### config.mk
export PLATFORM = sky130hd
export DESIGN_NAME = lidar_packet_stream_monitor_unit
export DESIGN_NICKNAME = d
export VERILOG_FILES = /design/src/rtl/core/lpsm_pkg.sv /design/src/rtl/core/lidar_packet_stream_monitor_unit.sv /design/src/rtl/core/lpsm_stats.sv
export SDC_FILE = /design/constraint.sdc
export NUM_CORES = 2
export LEC_CHECK = 0
export BUFFER_PORTS_ARGS = -buffer_cell sky130_fd_sc_hd__clkbuf_2
export CORE_MARGIN = 10
export CORE_UTILIZATION = 40
export CTS_CLUSTER_DIAMETER = 60
export CTS_CLUSTER_SIZE = 20
export DETAILED_ROUTE_END_ITERATION = 7
export PLACE_DENSITY = 0.67
export SLEW_MARGIN = 20
export SYNTH_ARGS = -nofsm -noshare
export SYNTH_HDL_FRONTEND = slang
export SYNTH_SLANG_ARGS = --single-unit
### constraint.sdc
create_clock -name clock -period 27.1 [get_ports clock]
set_input_delay 4.065 -clock clock [delete_from_list [all_inputs] [get_ports clock]]
set_output_delay 4.065 -clock clock [all_outputs]
set_load 0.05 [all_outputs]
### src/rtl/core/lpsm_pkg.sv
`timescale 1ns / 1ps

package lpsm_pkg;

   // Bytes per point record in a high-resolution packet
   localparam int unsigned POINT_BYTES  = 14;
   localparam int unsigned HEADER_BYTES = 36;

   localparam logic [15:0] EXPECTED_POINTS_RESET = 16'd96;
   localparam logic [7:0]  HIGH_TYPE_CODE_RESET  = 8'd1;
   localparam logic [15:0] LOSS_WINDOW_RESET     = 16'd1024;

   localparam int unsigned REQ_DATA_WIDTH = 224;
   localparam int unsigned RSP_DATA_WIDTH = 448;
   localparam int unsigned CSR_DATA_WIDTH = 16;

   typedef enum logic [1:0] {
      CSR_EXPECTED_POINTS = 2'd0,
      CSR_HIGH_TYPE_CODE  = 2'd1,
      CSR_LOSS_WINDOW     = 2'd2
   } csr_index_type;

   typedef enum logic {
      ACTION_HEADER = 1'b0,
      ACTION_POINT  = 1'b1
   } action_type;

   typedef struct packed {
      logic [15:0] expected_points;
      logic [7:0]  high_type_code;
      logic [15:0] loss_window;
   } cfg_type;

   // Declared high member first: seq_count lands in the lowest bits
   typedef struct packed {
      action_type         action;
      logic signed [31:0] coord_z;
      logic signed [31:0] coord_y;
      logic signed [31:0] coord_x;
      logic [7:0]         data_kind;
      logic [15:0]        packet_length;
      logic [15:0]        point_count;
      logic [63:0]        stamp_ns;
      logic [7:0]         frame_count;
      logic [15:0]        seq_count;
   } item_type;

   typedef struct packed {
      logic [63:0] last_stamp;
      logic [63:0] first_stamp;
      logic [31:0] bad_length_total;
      logic [31:0] bad_count_total;
      logic [31:0] regress_total;
      logic [31:0] frame_total;
      logic [31:0] duplicate_total;
      logic [31:0] missed_total;
      logic [47:0] zero_point_total;
      logic [47:0] point_total;
      logic [31:0] packet_total;
   } snap_type;

   function automatic logic [31:0] sat_add32(input logic [31:0] acc, input logic [31:0] inc);
      logic [32:0] sum;
      sum = {1'b0, acc} + {1'b0, inc};
      return sum[32] ? {32{1'b1}} : sum[31:0];
   endfunction

   function automatic logic [47:0] sat_add48(input logic [47:0] acc, input logic [47:0] inc);
      logic [48:0] sum;
      sum = {1'b0, acc} + {1'b0, inc};
      return sum[48] ? {48{1'b1}} : sum[47:0];
   endfunction

endpackage

### src/rtl/core/lidar_packet_stream_monitor_unit.sv
`timescale 1ns / 1ps

// Lidar packet stream monitor.
// req_* carries one request per beat: tuser says header (0) or point (1),
// tdata carries the header fields and the point coordinates.
// rsp_* returns one snapshot of all statistics counters for every request,
// in request order.
// csr_* writes the expected point count, the high-resolution type code and
// the loss window; write only while no request is in flight.
// A request accepted on req_* passes through the input register, then the
// result register, before its result shows on rsp_*.
// Throughput: one request per cycle while rsp_tready is high; the
// counter update is a single pass between the input and result registers.
// A stalled rsp_tready holds the result; one more request parks in the
// input register, then req_tready drops until the result is taken.
// Reset clears all counters, stamps and sequence history, loads the
// register defaults (96 points, type code 1, window 1024) and empties
// both stages.
module lidar_packet_stream_monitor_unit (
   input  logic                                  clock,
   input  logic                                  reset,
   input  logic                                  req_tvalid,
   output logic                                  req_tready,
   // seq_count, frame_count, stamp_ns, point_count, packet_length,
   // data_kind, coord_x, coord_y, coord_z
   input  logic [lpsm_pkg::REQ_DATA_WIDTH-1:0]   req_tdata,
   // action
   input  logic                                  req_tuser,
   output logic                                  rsp_tvalid,
   input  logic                                  rsp_tready,
   // packet_total, point_total, zero_point_total, missed_total,
   // duplicate_total, frame_total, regress_total, bad_count_total,
   // bad_length_total, first_stamp, last_stamp
   output logic [lpsm_pkg::RSP_DATA_WIDTH-1:0]   rsp_tdata,
   input  logic                                  csr_valid,
   output logic                                  csr_ready,
   input  logic [1:0]                            csr_index,
   input  logic [lpsm_pkg::CSR_DATA_WIDTH-1:0]   csr_wdata
);

   lpsm_pkg::cfg_type  cfg_ff, cfg_in;
   lpsm_pkg::item_type in_item_ff, in_item_in;
   logic               in_valid_ff, in_valid_in;
   lpsm_pkg::snap_type rsp_snap_ff, rsp_snap_in;
   logic               rsp_valid_ff, rsp_valid_in;
   lpsm_pkg::snap_type snap;
   logic               advance;
   logic               req_accept;

   assign csr_ready = 1'b1;

   always_comb begin
      cfg_in = cfg_ff;
      if (csr_valid) begin
         unique case (lpsm_pkg::csr_index_type'(csr_index))
            lpsm_pkg::CSR_EXPECTED_POINTS: cfg_in.expected_points = csr_wdata;
            lpsm_pkg::CSR_HIGH_TYPE_CODE:  cfg_in.high_type_code  = csr_wdata[7:0];
            lpsm_pkg::CSR_LOSS_WINDOW:     cfg_in.loss_window     = csr_wdata;
            default:                       cfg_in = cfg_ff;
         endcase
      end
   end

   // Move the held request into the result register when it is free
   assign advance    = in_valid_ff && (!rsp_valid_ff || rsp_tready);
   assign req_tready = !in_valid_ff || advance;
   assign req_accept = req_tvalid && req_tready;

   always_comb begin
      in_item_in  = in_item_ff;
      in_valid_in = in_valid_ff;
      if (req_accept) begin
         in_item_in  = lpsm_pkg::item_type'({req_tuser, req_tdata});
         in_valid_in = 1'b1;
      end else if (advance) begin
         in_valid_in = 1'b0;
      end
   end

   always_comb begin
      rsp_snap_in  = rsp_snap_ff;
      rsp_valid_in = rsp_valid_ff;
      if (advance) begin
         rsp_snap_in  = snap;
         rsp_valid_in = 1'b1;
      end else if (rsp_tready) begin
         rsp_valid_in = 1'b0;
      end
   end

   lpsm_stats u_stats (
      .clock   (clock),
      .reset   (reset),
      .advance (advance),
      .cfg     (cfg_ff),
      .item    (in_item_ff),
      .snap    (snap)
   );

   always_ff @(posedge clock) begin
      if (reset) begin
         cfg_ff.expected_points <= lpsm_pkg::EXPECTED_POINTS_RESET;
         cfg_ff.high_type_code  <= lpsm_pkg::HIGH_TYPE_CODE_RESET;
         cfg_ff.loss_window     <= lpsm_pkg::LOSS_WINDOW_RESET;
         in_valid_ff            <= 1'b0;
         rsp_valid_ff           <= 1'b0;
      end else begin
         cfg_ff       <= cfg_in;
         in_valid_ff  <= in_valid_in;
         rsp_valid_ff <= rsp_valid_in;
      end
   end

   always_ff @(posedge clock) begin
      in_item_ff  <= in_item_in;
      rsp_snap_ff <= rsp_snap_in;
   end

   assign rsp_tvalid = rsp_valid_ff;
   assign rsp_tdata  = rsp_snap_ff;

`ifndef NO_ASSERTIONS
   a_advance_gives_result: assert property (@(posedge clock) disable iff (reset)
      advance |=> rsp_valid_ff)
      else $error("advanced request produced no result");

   a_header_updates_stamp: assert property (@(posedge clock) disable iff (reset)
      (advance && in_item_ff.action == lpsm_pkg::ACTION_HEADER) |=>
      (rsp_snap_ff.last_stamp == $past(in_item_ff.stamp_ns)
       && rsp_snap_ff.packet_total != 32'd0))
      else $error("header result lacks its stamp or packet count");

   a_held_request_kept: assert property (@(posedge clock) disable iff (reset)
      (in_valid_ff && !advance) |=> (in_valid_ff && $stable(in_item_ff)))
      else $error("held request lost while result stage is busy");
`endif

endmodule

### src/rtl/core/lpsm_stats.sv
`timescale 1ns / 1ps

module lpsm_stats (
   input  logic              clock,
   input  logic              reset,
   input  logic              advance,
   input  lpsm_pkg::cfg_type  cfg,
   input  lpsm_pkg::item_type item,
   output lpsm_pkg::snap_type snap
);

   logic        seen_before_ff, seen_before_in;
   logic [15:0] prev_seq_ff, prev_seq_in;
   logic [7:0]  prev_frame_ff, prev_frame_in;
   logic [63:0] prev_stamp_ff, prev_stamp_in;
   logic [63:0] start_stamp_ff, start_stamp_in;
   logic        in_high_ff, in_high_in;
   logic [31:0] packets_ff, packets_in;
   logic [47:0] points_ff, points_in;
   logic [47:0] zero_points_ff, zero_points_in;
   logic [31:0] lost_ff, lost_in;
   logic [31:0] dups_ff, dups_in;
   logic [31:0] frames_ff, frames_in;
   logic [31:0] regress_ff, regress_in;
   logic [31:0] bad_counts_ff, bad_counts_in;
   logic [31:0] bad_lengths_ff, bad_lengths_in;

   logic        high;
   logic [15:0] gap;
   logic [15:0] want_length;
   logic        zero_point;

   assign high        = (item.data_kind == cfg.high_type_code);
   assign gap         = item.seq_count - prev_seq_ff;
   assign want_length = 16'(lpsm_pkg::HEADER_BYTES)
                        + 16'(item.point_count * 16'(lpsm_pkg::POINT_BYTES));
   assign zero_point  = (item.coord_x == 32'sd0) && (item.coord_y == 32'sd0)
                        && (item.coord_z == 32'sd0);

   always_comb begin
      seen_before_in = seen_before_ff;
      prev_seq_in    = prev_seq_ff;
      prev_frame_in  = prev_frame_ff;
      prev_stamp_in  = prev_stamp_ff;
      start_stamp_in = start_stamp_ff;
      in_high_in     = in_high_ff;
      packets_in     = packets_ff;
      points_in      = points_ff;
      zero_points_in = zero_points_ff;
      lost_in        = lost_ff;
      dups_in        = dups_ff;
      frames_in      = frames_ff;
      regress_in     = regress_ff;
      bad_counts_in  = bad_counts_ff;
      bad_lengths_in = bad_lengths_ff;
      if (advance) begin
         if (item.action == lpsm_pkg::ACTION_HEADER) begin
            packets_in = lpsm_pkg::sat_add32(packets_ff, 32'd1);
            if (item.point_count != cfg.expected_points) begin
               bad_counts_in = lpsm_pkg::sat_add32(bad_counts_ff, 32'd1);
            end
            if (high) begin
               if (item.packet_length != want_length) begin
                  bad_lengths_in = lpsm_pkg::sat_add32(bad_lengths_ff, 32'd1);
               end
               points_in = lpsm_pkg::sat_add48(points_ff, {32'd0, item.point_count});
            end
            in_high_in = high;
            if (!seen_before_ff) begin
               seen_before_in = 1'b1;
               start_stamp_in = item.stamp_ns;
            end else begin
               if (gap == 16'd0) begin
                  dups_in = lpsm_pkg::sat_add32(dups_ff, 32'd1);
               end else if (gap > 16'd1 && gap < cfg.loss_window) begin
                  // gap minus one packets went missing
                  lost_in = lpsm_pkg::sat_add32(lost_ff, {16'd0, gap - 16'd1});
               end
               if (item.frame_count != prev_frame_ff) begin
                  frames_in = lpsm_pkg::sat_add32(frames_ff, 32'd1);
               end
               if (item.stamp_ns < prev_stamp_ff) begin
                  regress_in = lpsm_pkg::sat_add32(regress_ff, 32'd1);
               end
            end
            prev_seq_in   = item.seq_count;
            prev_frame_in = item.frame_count;
            prev_stamp_in = item.stamp_ns;
         end else if (in_high_ff && zero_point) begin
            zero_points_in = lpsm_pkg::sat_add48(zero_points_ff, 48'd1);
         end
      end
   end

   always_ff @(posedge clock) begin
      if (reset) begin
         seen_before_ff <= 1'b0;
         prev_seq_ff    <= '0;
         prev_frame_ff  <= '0;
         prev_stamp_ff  <= '0;
         start_stamp_ff <= '0;
         in_high_ff     <= 1'b0;
         packets_ff     <= '0;
         points_ff      <= '0;
         zero_points_ff <= '0;
         lost_ff        <= '0;
         dups_ff        <= '0;
         frames_ff      <= '0;
         regress_ff     <= '0;
         bad_counts_ff  <= '0;
         bad_lengths_ff <= '0;
      end else begin
         seen_before_ff <= seen_before_in;
         prev_seq_ff    <= prev_seq_in;
         prev_frame_ff  <= prev_frame_in;
         prev_stamp_ff  <= prev_stamp_in;
         start_stamp_ff <= start_stamp_in;
         in_high_ff     <= in_high_in;
         packets_ff     <= packets_in;
         points_ff      <= points_in;
         zero_points_ff <= zero_points_in;
         lost_ff        <= lost_in;
         dups_ff        <= dups_in;
         frames_ff      <= frames_in;
         regress_ff     <= regress_in;
         bad_counts_ff  <= bad_counts_in;
         bad_lengths_ff <= bad_lengths_in;
      end
   end

   // Snapshot reflects the state after this request
   always_comb begin
      snap.packet_total     = packets_in;
      snap.point_total      = points_in;
      snap.zero_point_total = zero_points_in;
      snap.missed_total     = lost_in;
      snap.duplicate_total  = dups_in;
      snap.frame_total      = frames_in;
      snap.regress_total    = regress_in;
      snap.bad_count_total  = bad_counts_in;
      snap.bad_length_total = bad_lengths_in;
      snap.first_stamp      = start_stamp_in;
      snap.last_stamp       = prev_stamp_in;
   end

endmodule
==> flow_metrics.py <==
metrics = {
    "floorplanning": {
        "io_pins": 699,
        "initial_utilization_pct": 40.41,
        "coreArea_um2": 126100,
        "die_h_um": 376.9,
        "rows": 130,
        "fp.dieW_um": 376.9,
        "die-area_um2": 142000,
    },
    "clock_network": {
        "total_cts_buffers": 105,
        "number_of_gates_given_a_new_drive_strength_after_cts": 0,
        "clk_transition_reported_paths_ns": 0.07,
        "clock_tree.buffer_depth": 3,
        "cts_tree": "done",
        "post_cts_setup_buffer_count": 0,
        "worst_skew_pair.late_latency_ns": 0.74,
        "cts.hold.buffers_added": 0,
        "clkSinkCount": 1189,
        "htree_num_levels": 3,
        "root_buffer": "clkbuf_16",
    },
    "global_routing": {
        "number_of_antenna_violations_at_the_first_check_in_global_routing": 19,
        "via_count_of_the_first_global_routing_pass": 36240,
        "globalRoute.busiestLayer": "met2",
        "grt_pass1_wl_um": 221600,
        "grt_usage_pct": 20.17,
        "global_route.usage.met1_pct": 25.52,
        "grt_start_max_net_pins": 156,
        "grt.overflow.total": 0,
        "grt_use_met2_pct": 33.39,
        "grt_util_met3_pct": 5.596,
    },
    "logic_synthesis": {
        "syn_inst": 4520,
        "synth_commonest_cells": "edfxtp_1, nand2_1, dfxtp_1",
        "combinational_family_with_the_most_area_after_synthesis": "simple AND/OR/NAND/NOR gates",
        "mappedNetlistNets": 4931,
        "synth_compound_gate_area_share_pct": 10.23,
        "yosys.cell_count.top_type": "edfxtp_1",
        "ys_dominant_reg_cell": "edfxtp_1",
        "synth_seq_cells": 1189,
        "mux_cell_area_share_after_synthesis_pct": 2.385,
        "synth.top_cells.by_area": "edfxtp_1, dfxtp_1, nand2_1",
        "yosysSeqAreaShare_pct": 59.95,
        "yosysTopAreaCell": "edfxtp_1",
        "yosys.area_share.xor_xnor_pct": 4.215,
        "synth_edf_count": 673,
        "synth-adder-area-share_pct": 4.279,
        "yosysWarnings": 0,
        "synth-async-reset-ratio_pct": 0,
        "synth_cell_type_count": 91,
        "yosys.area.top_type_share_pct": 39.67,
        "syn_area_per_cell_um2": 11.27,
        "mappedNetlistArea_um2": 50940,
        "yosys.area_share.simple_pct": 16.24,
    },
    "detailed_routing": {
        "detail-route-antenna-nets": 0,
        "drt_pass1_iterations": 5,
        "route.detailed.vias_per_inst": 5.359,
        "detailroute.via_count": 37090,
        "drt_iter0_drc": 2840,
        "drc_errors": 0,
        "route.final.wire_length_um": 148900,
        "wire_per_inst_um": 21.51,
    },
    "sta": {
        "final.min_clock_period_ns": 8.844,
        "tightest_slew_ns": 1.027,
        "max_slew_margin_pct": 31.52,
        "period_share_pct": 32.63,
        "hold_ws_ns": 0.4574,
        "maxSlewViolCount": 0,
        "fmax_mhz": 113.1,
        "unrepaired_setup_endpoints_after_global_routing": "false",
        "clock-skew-final_ns": 0.04497,
        "timing_hold_violations_final": 0,
        "tns_ns": 0,
        "setup-violations-final": 0,
    },
    "outcome": {
        "result_of_the_run": "complete, no violations",
    },
    "cells_and_area": {
        "layout.cell_area.non_filler_um2": 59890,
        "area.sequential_um2": 30540,
        "finish.net_count": 5577,
        "synthToLayoutAreaGrowth_pct": 17.57,
        "filler_cells": 11340,
        "core_utilization_of_the_finished_layout_pct": 47.51,
        "final_layout_size_suffix_gt1_share_pct": 20.58,
        "multi_input_area_um2": 19120,
    },
    "pwr": {
        "power.density_nw_per_um2": 67.06,
        "combPwrFrac_pct": 10.3,
        "p_clk_share_pct": 39.6,
        "p_leak_nw": 23.43,
        "netSwitchingPower_mw": 1.121,
        "power.sequential.fraction_pct": 50.0,
        "internal-power_mw": 2.895,
        "swShare_pct": 27.92,
        "irDropWorstVdd_mv": 0.07780,
    },
    "placed_design": {
        "detailedPlacementHpwl_um": 109200,
        "io_buffers": 697,
        "place_congestion": 0.8650,
        "placed_area_um2": 56120,
    },
    "critical_path": {
        "cp_data_required_time_ns": 23.03,
        "worstPathArrival_ns": 4.78,
        "timing.critical_path.from_type": "input pin",
        "path_max_fanout": 7,
        "cp_startpoint": "rsp_tready",
        "worstReg2RegStart": "in_item_ff[90]$_DFFE_PP_",
        "endpoint_kind": "output port",
        "critical_path_type": "input pin to output port",
    },
    "run": {
        "max_cap_viol_count": 0,
    },
    "worst_hold_path": {
        "holdCritPathClass": "flip-flop to flip-flop",
        "holdCritStartpoint": "u_stats.prev_seq_ff[2]$_SDFFE_PP0P_",
    },
}
## final timing paths
| kind | end | slack, ns | cells past startpoint |
|---|---|---|---|
| hold / removal | u_stats.prev_seq_ff[2]$_SDFFE_PP0P_ | 0.46 | 2 |
| setup reg to reg | rsp_tdata[311]$_DFFE_PP_ | 20.83 | 13 |
| hold reg to reg | u_stats.prev_seq_ff[2]$_SDFFE_PP0P_ | 0.46 | 2 |
| setup / recovery | req_tready | 18.26 | 5 |
## layout by cell type (no fill, tap or decap), types with 13 or more instances in the layout
master     count
clkbuf_2     696
edfxtp_1     673
nand2_1      535
dfxtp_1      516
a21oi_1      356
and2_1       227
nor2_1       191
inv_1        161
nand3_1      148
ha_1         147
xor2_1       125
o21ai_0      119
xnor2_1      115
clkbuf_16    107
nand4_1      102
mux2_2        99
and3_1        97
a31oi_1       77
nor4_1        76
nor3_1        72
a211oi_1      51
a21o_1        44
buf_4         34
o21a_1        28
and4_1        27
a311oi_1      24
nor2b_1       21
or2_2         21
or3_1         18
fa_1          16
o211ai_1      15
inv_6         15
clkinv_8      15
nand2b_1      14
diode_2       13
or4_1         13
## power groups by stage
| stage | registers [mW] | clock network (mW) | logic [mW] |
|---|---|---|---|
| floorplan | 2.17 | 0 | 0.183 |
| global placement | 2.05 | 0 | 0.409 |
| detailed placement | 2.05 | 0 | 0.416 |
| CTS | 2.01 | 1.63 | 0.418 |
| global route | 2.01 | 1.70 | 0.450 |
| finish | 2.01 | 1.59 | 0.415 |
## registers in the layout, summed over array words and instances, names as in the netlist, 8 cells and up
register,count
u_stats.bad_lengths_ff,32
rsp_tdata,448
u_stats.prev_frame_ff,8
u_stats.points_ff,48
in_item_ff,225
u_stats.prev_seq_ff,16
u_stats.frames_ff,32
u_stats.lost_ff,32
u_stats.dups_ff,32
u_stats.packets_ff,32
cfg_ff,40
u_stats.start_stamp_ff,64
u_stats.prev_stamp_ff,64
u_stats.bad_counts_ff,32
u_stats.regress_ff,32
u_stats.zero_points_ff,48
## kinds of logic (layout without fill, tap and decap cells)
| group | Yosys count | count (layout) |
|---|---|---|
| AOI/OAI and AO/OA | 837 | 837 |
| xor gates and xnor gates | 242 | 242 |
| adders and majority gates | 165 | 165 |
| buffers and inverters | 357 | 1095 |
| DFF | 1189 | 1189 |
| muxes | 109 | 109 |
| other | 1 | 14 |
| and+or+nand+nor | 1620 | 1620 |
## worst max-delay path: stages
cell and delay, ns:
clkbuf_2 0.08, nor2b_1 0.10, buf_4 0.19, nand2_1 0.08, clkbuf_2 0.26
## layout make-up
cell class | count | share of cell area (%)
sequential | 1189 | 50.99
multi-input combinational | 2974 | 31.92
timing repair buffer | 734 | 6.365
clock buffer | 118 | 4.590
tap | 1650 | 3.447
clock inverter | 81 | 1.609
inverter | 162 | 1.024
antenna | 13 | 0.05432
## layer usage
layer  part of all wire, %  vias to the layer above  wire length (um)
li1                      -                    17790                 -
met1                    42                    17950             62130
met2                    47                     1161             70360
met3                   8.5                      187             12580
met4                   2.5                        8              3745
met5                 0.039                        -                58
## stage by stage
stage	cells	power [mW]	setup slack [ns]
CTS	6907	4.061	18.24
finish	6921	4.016	18.26
global placement	6708	2.460	18.20
global route	6918	4.165	18.13
detailed placement	6708	2.467	18.24
floorplan	4520	2.354	0.8972
Power figures use the tool's default switching activity.
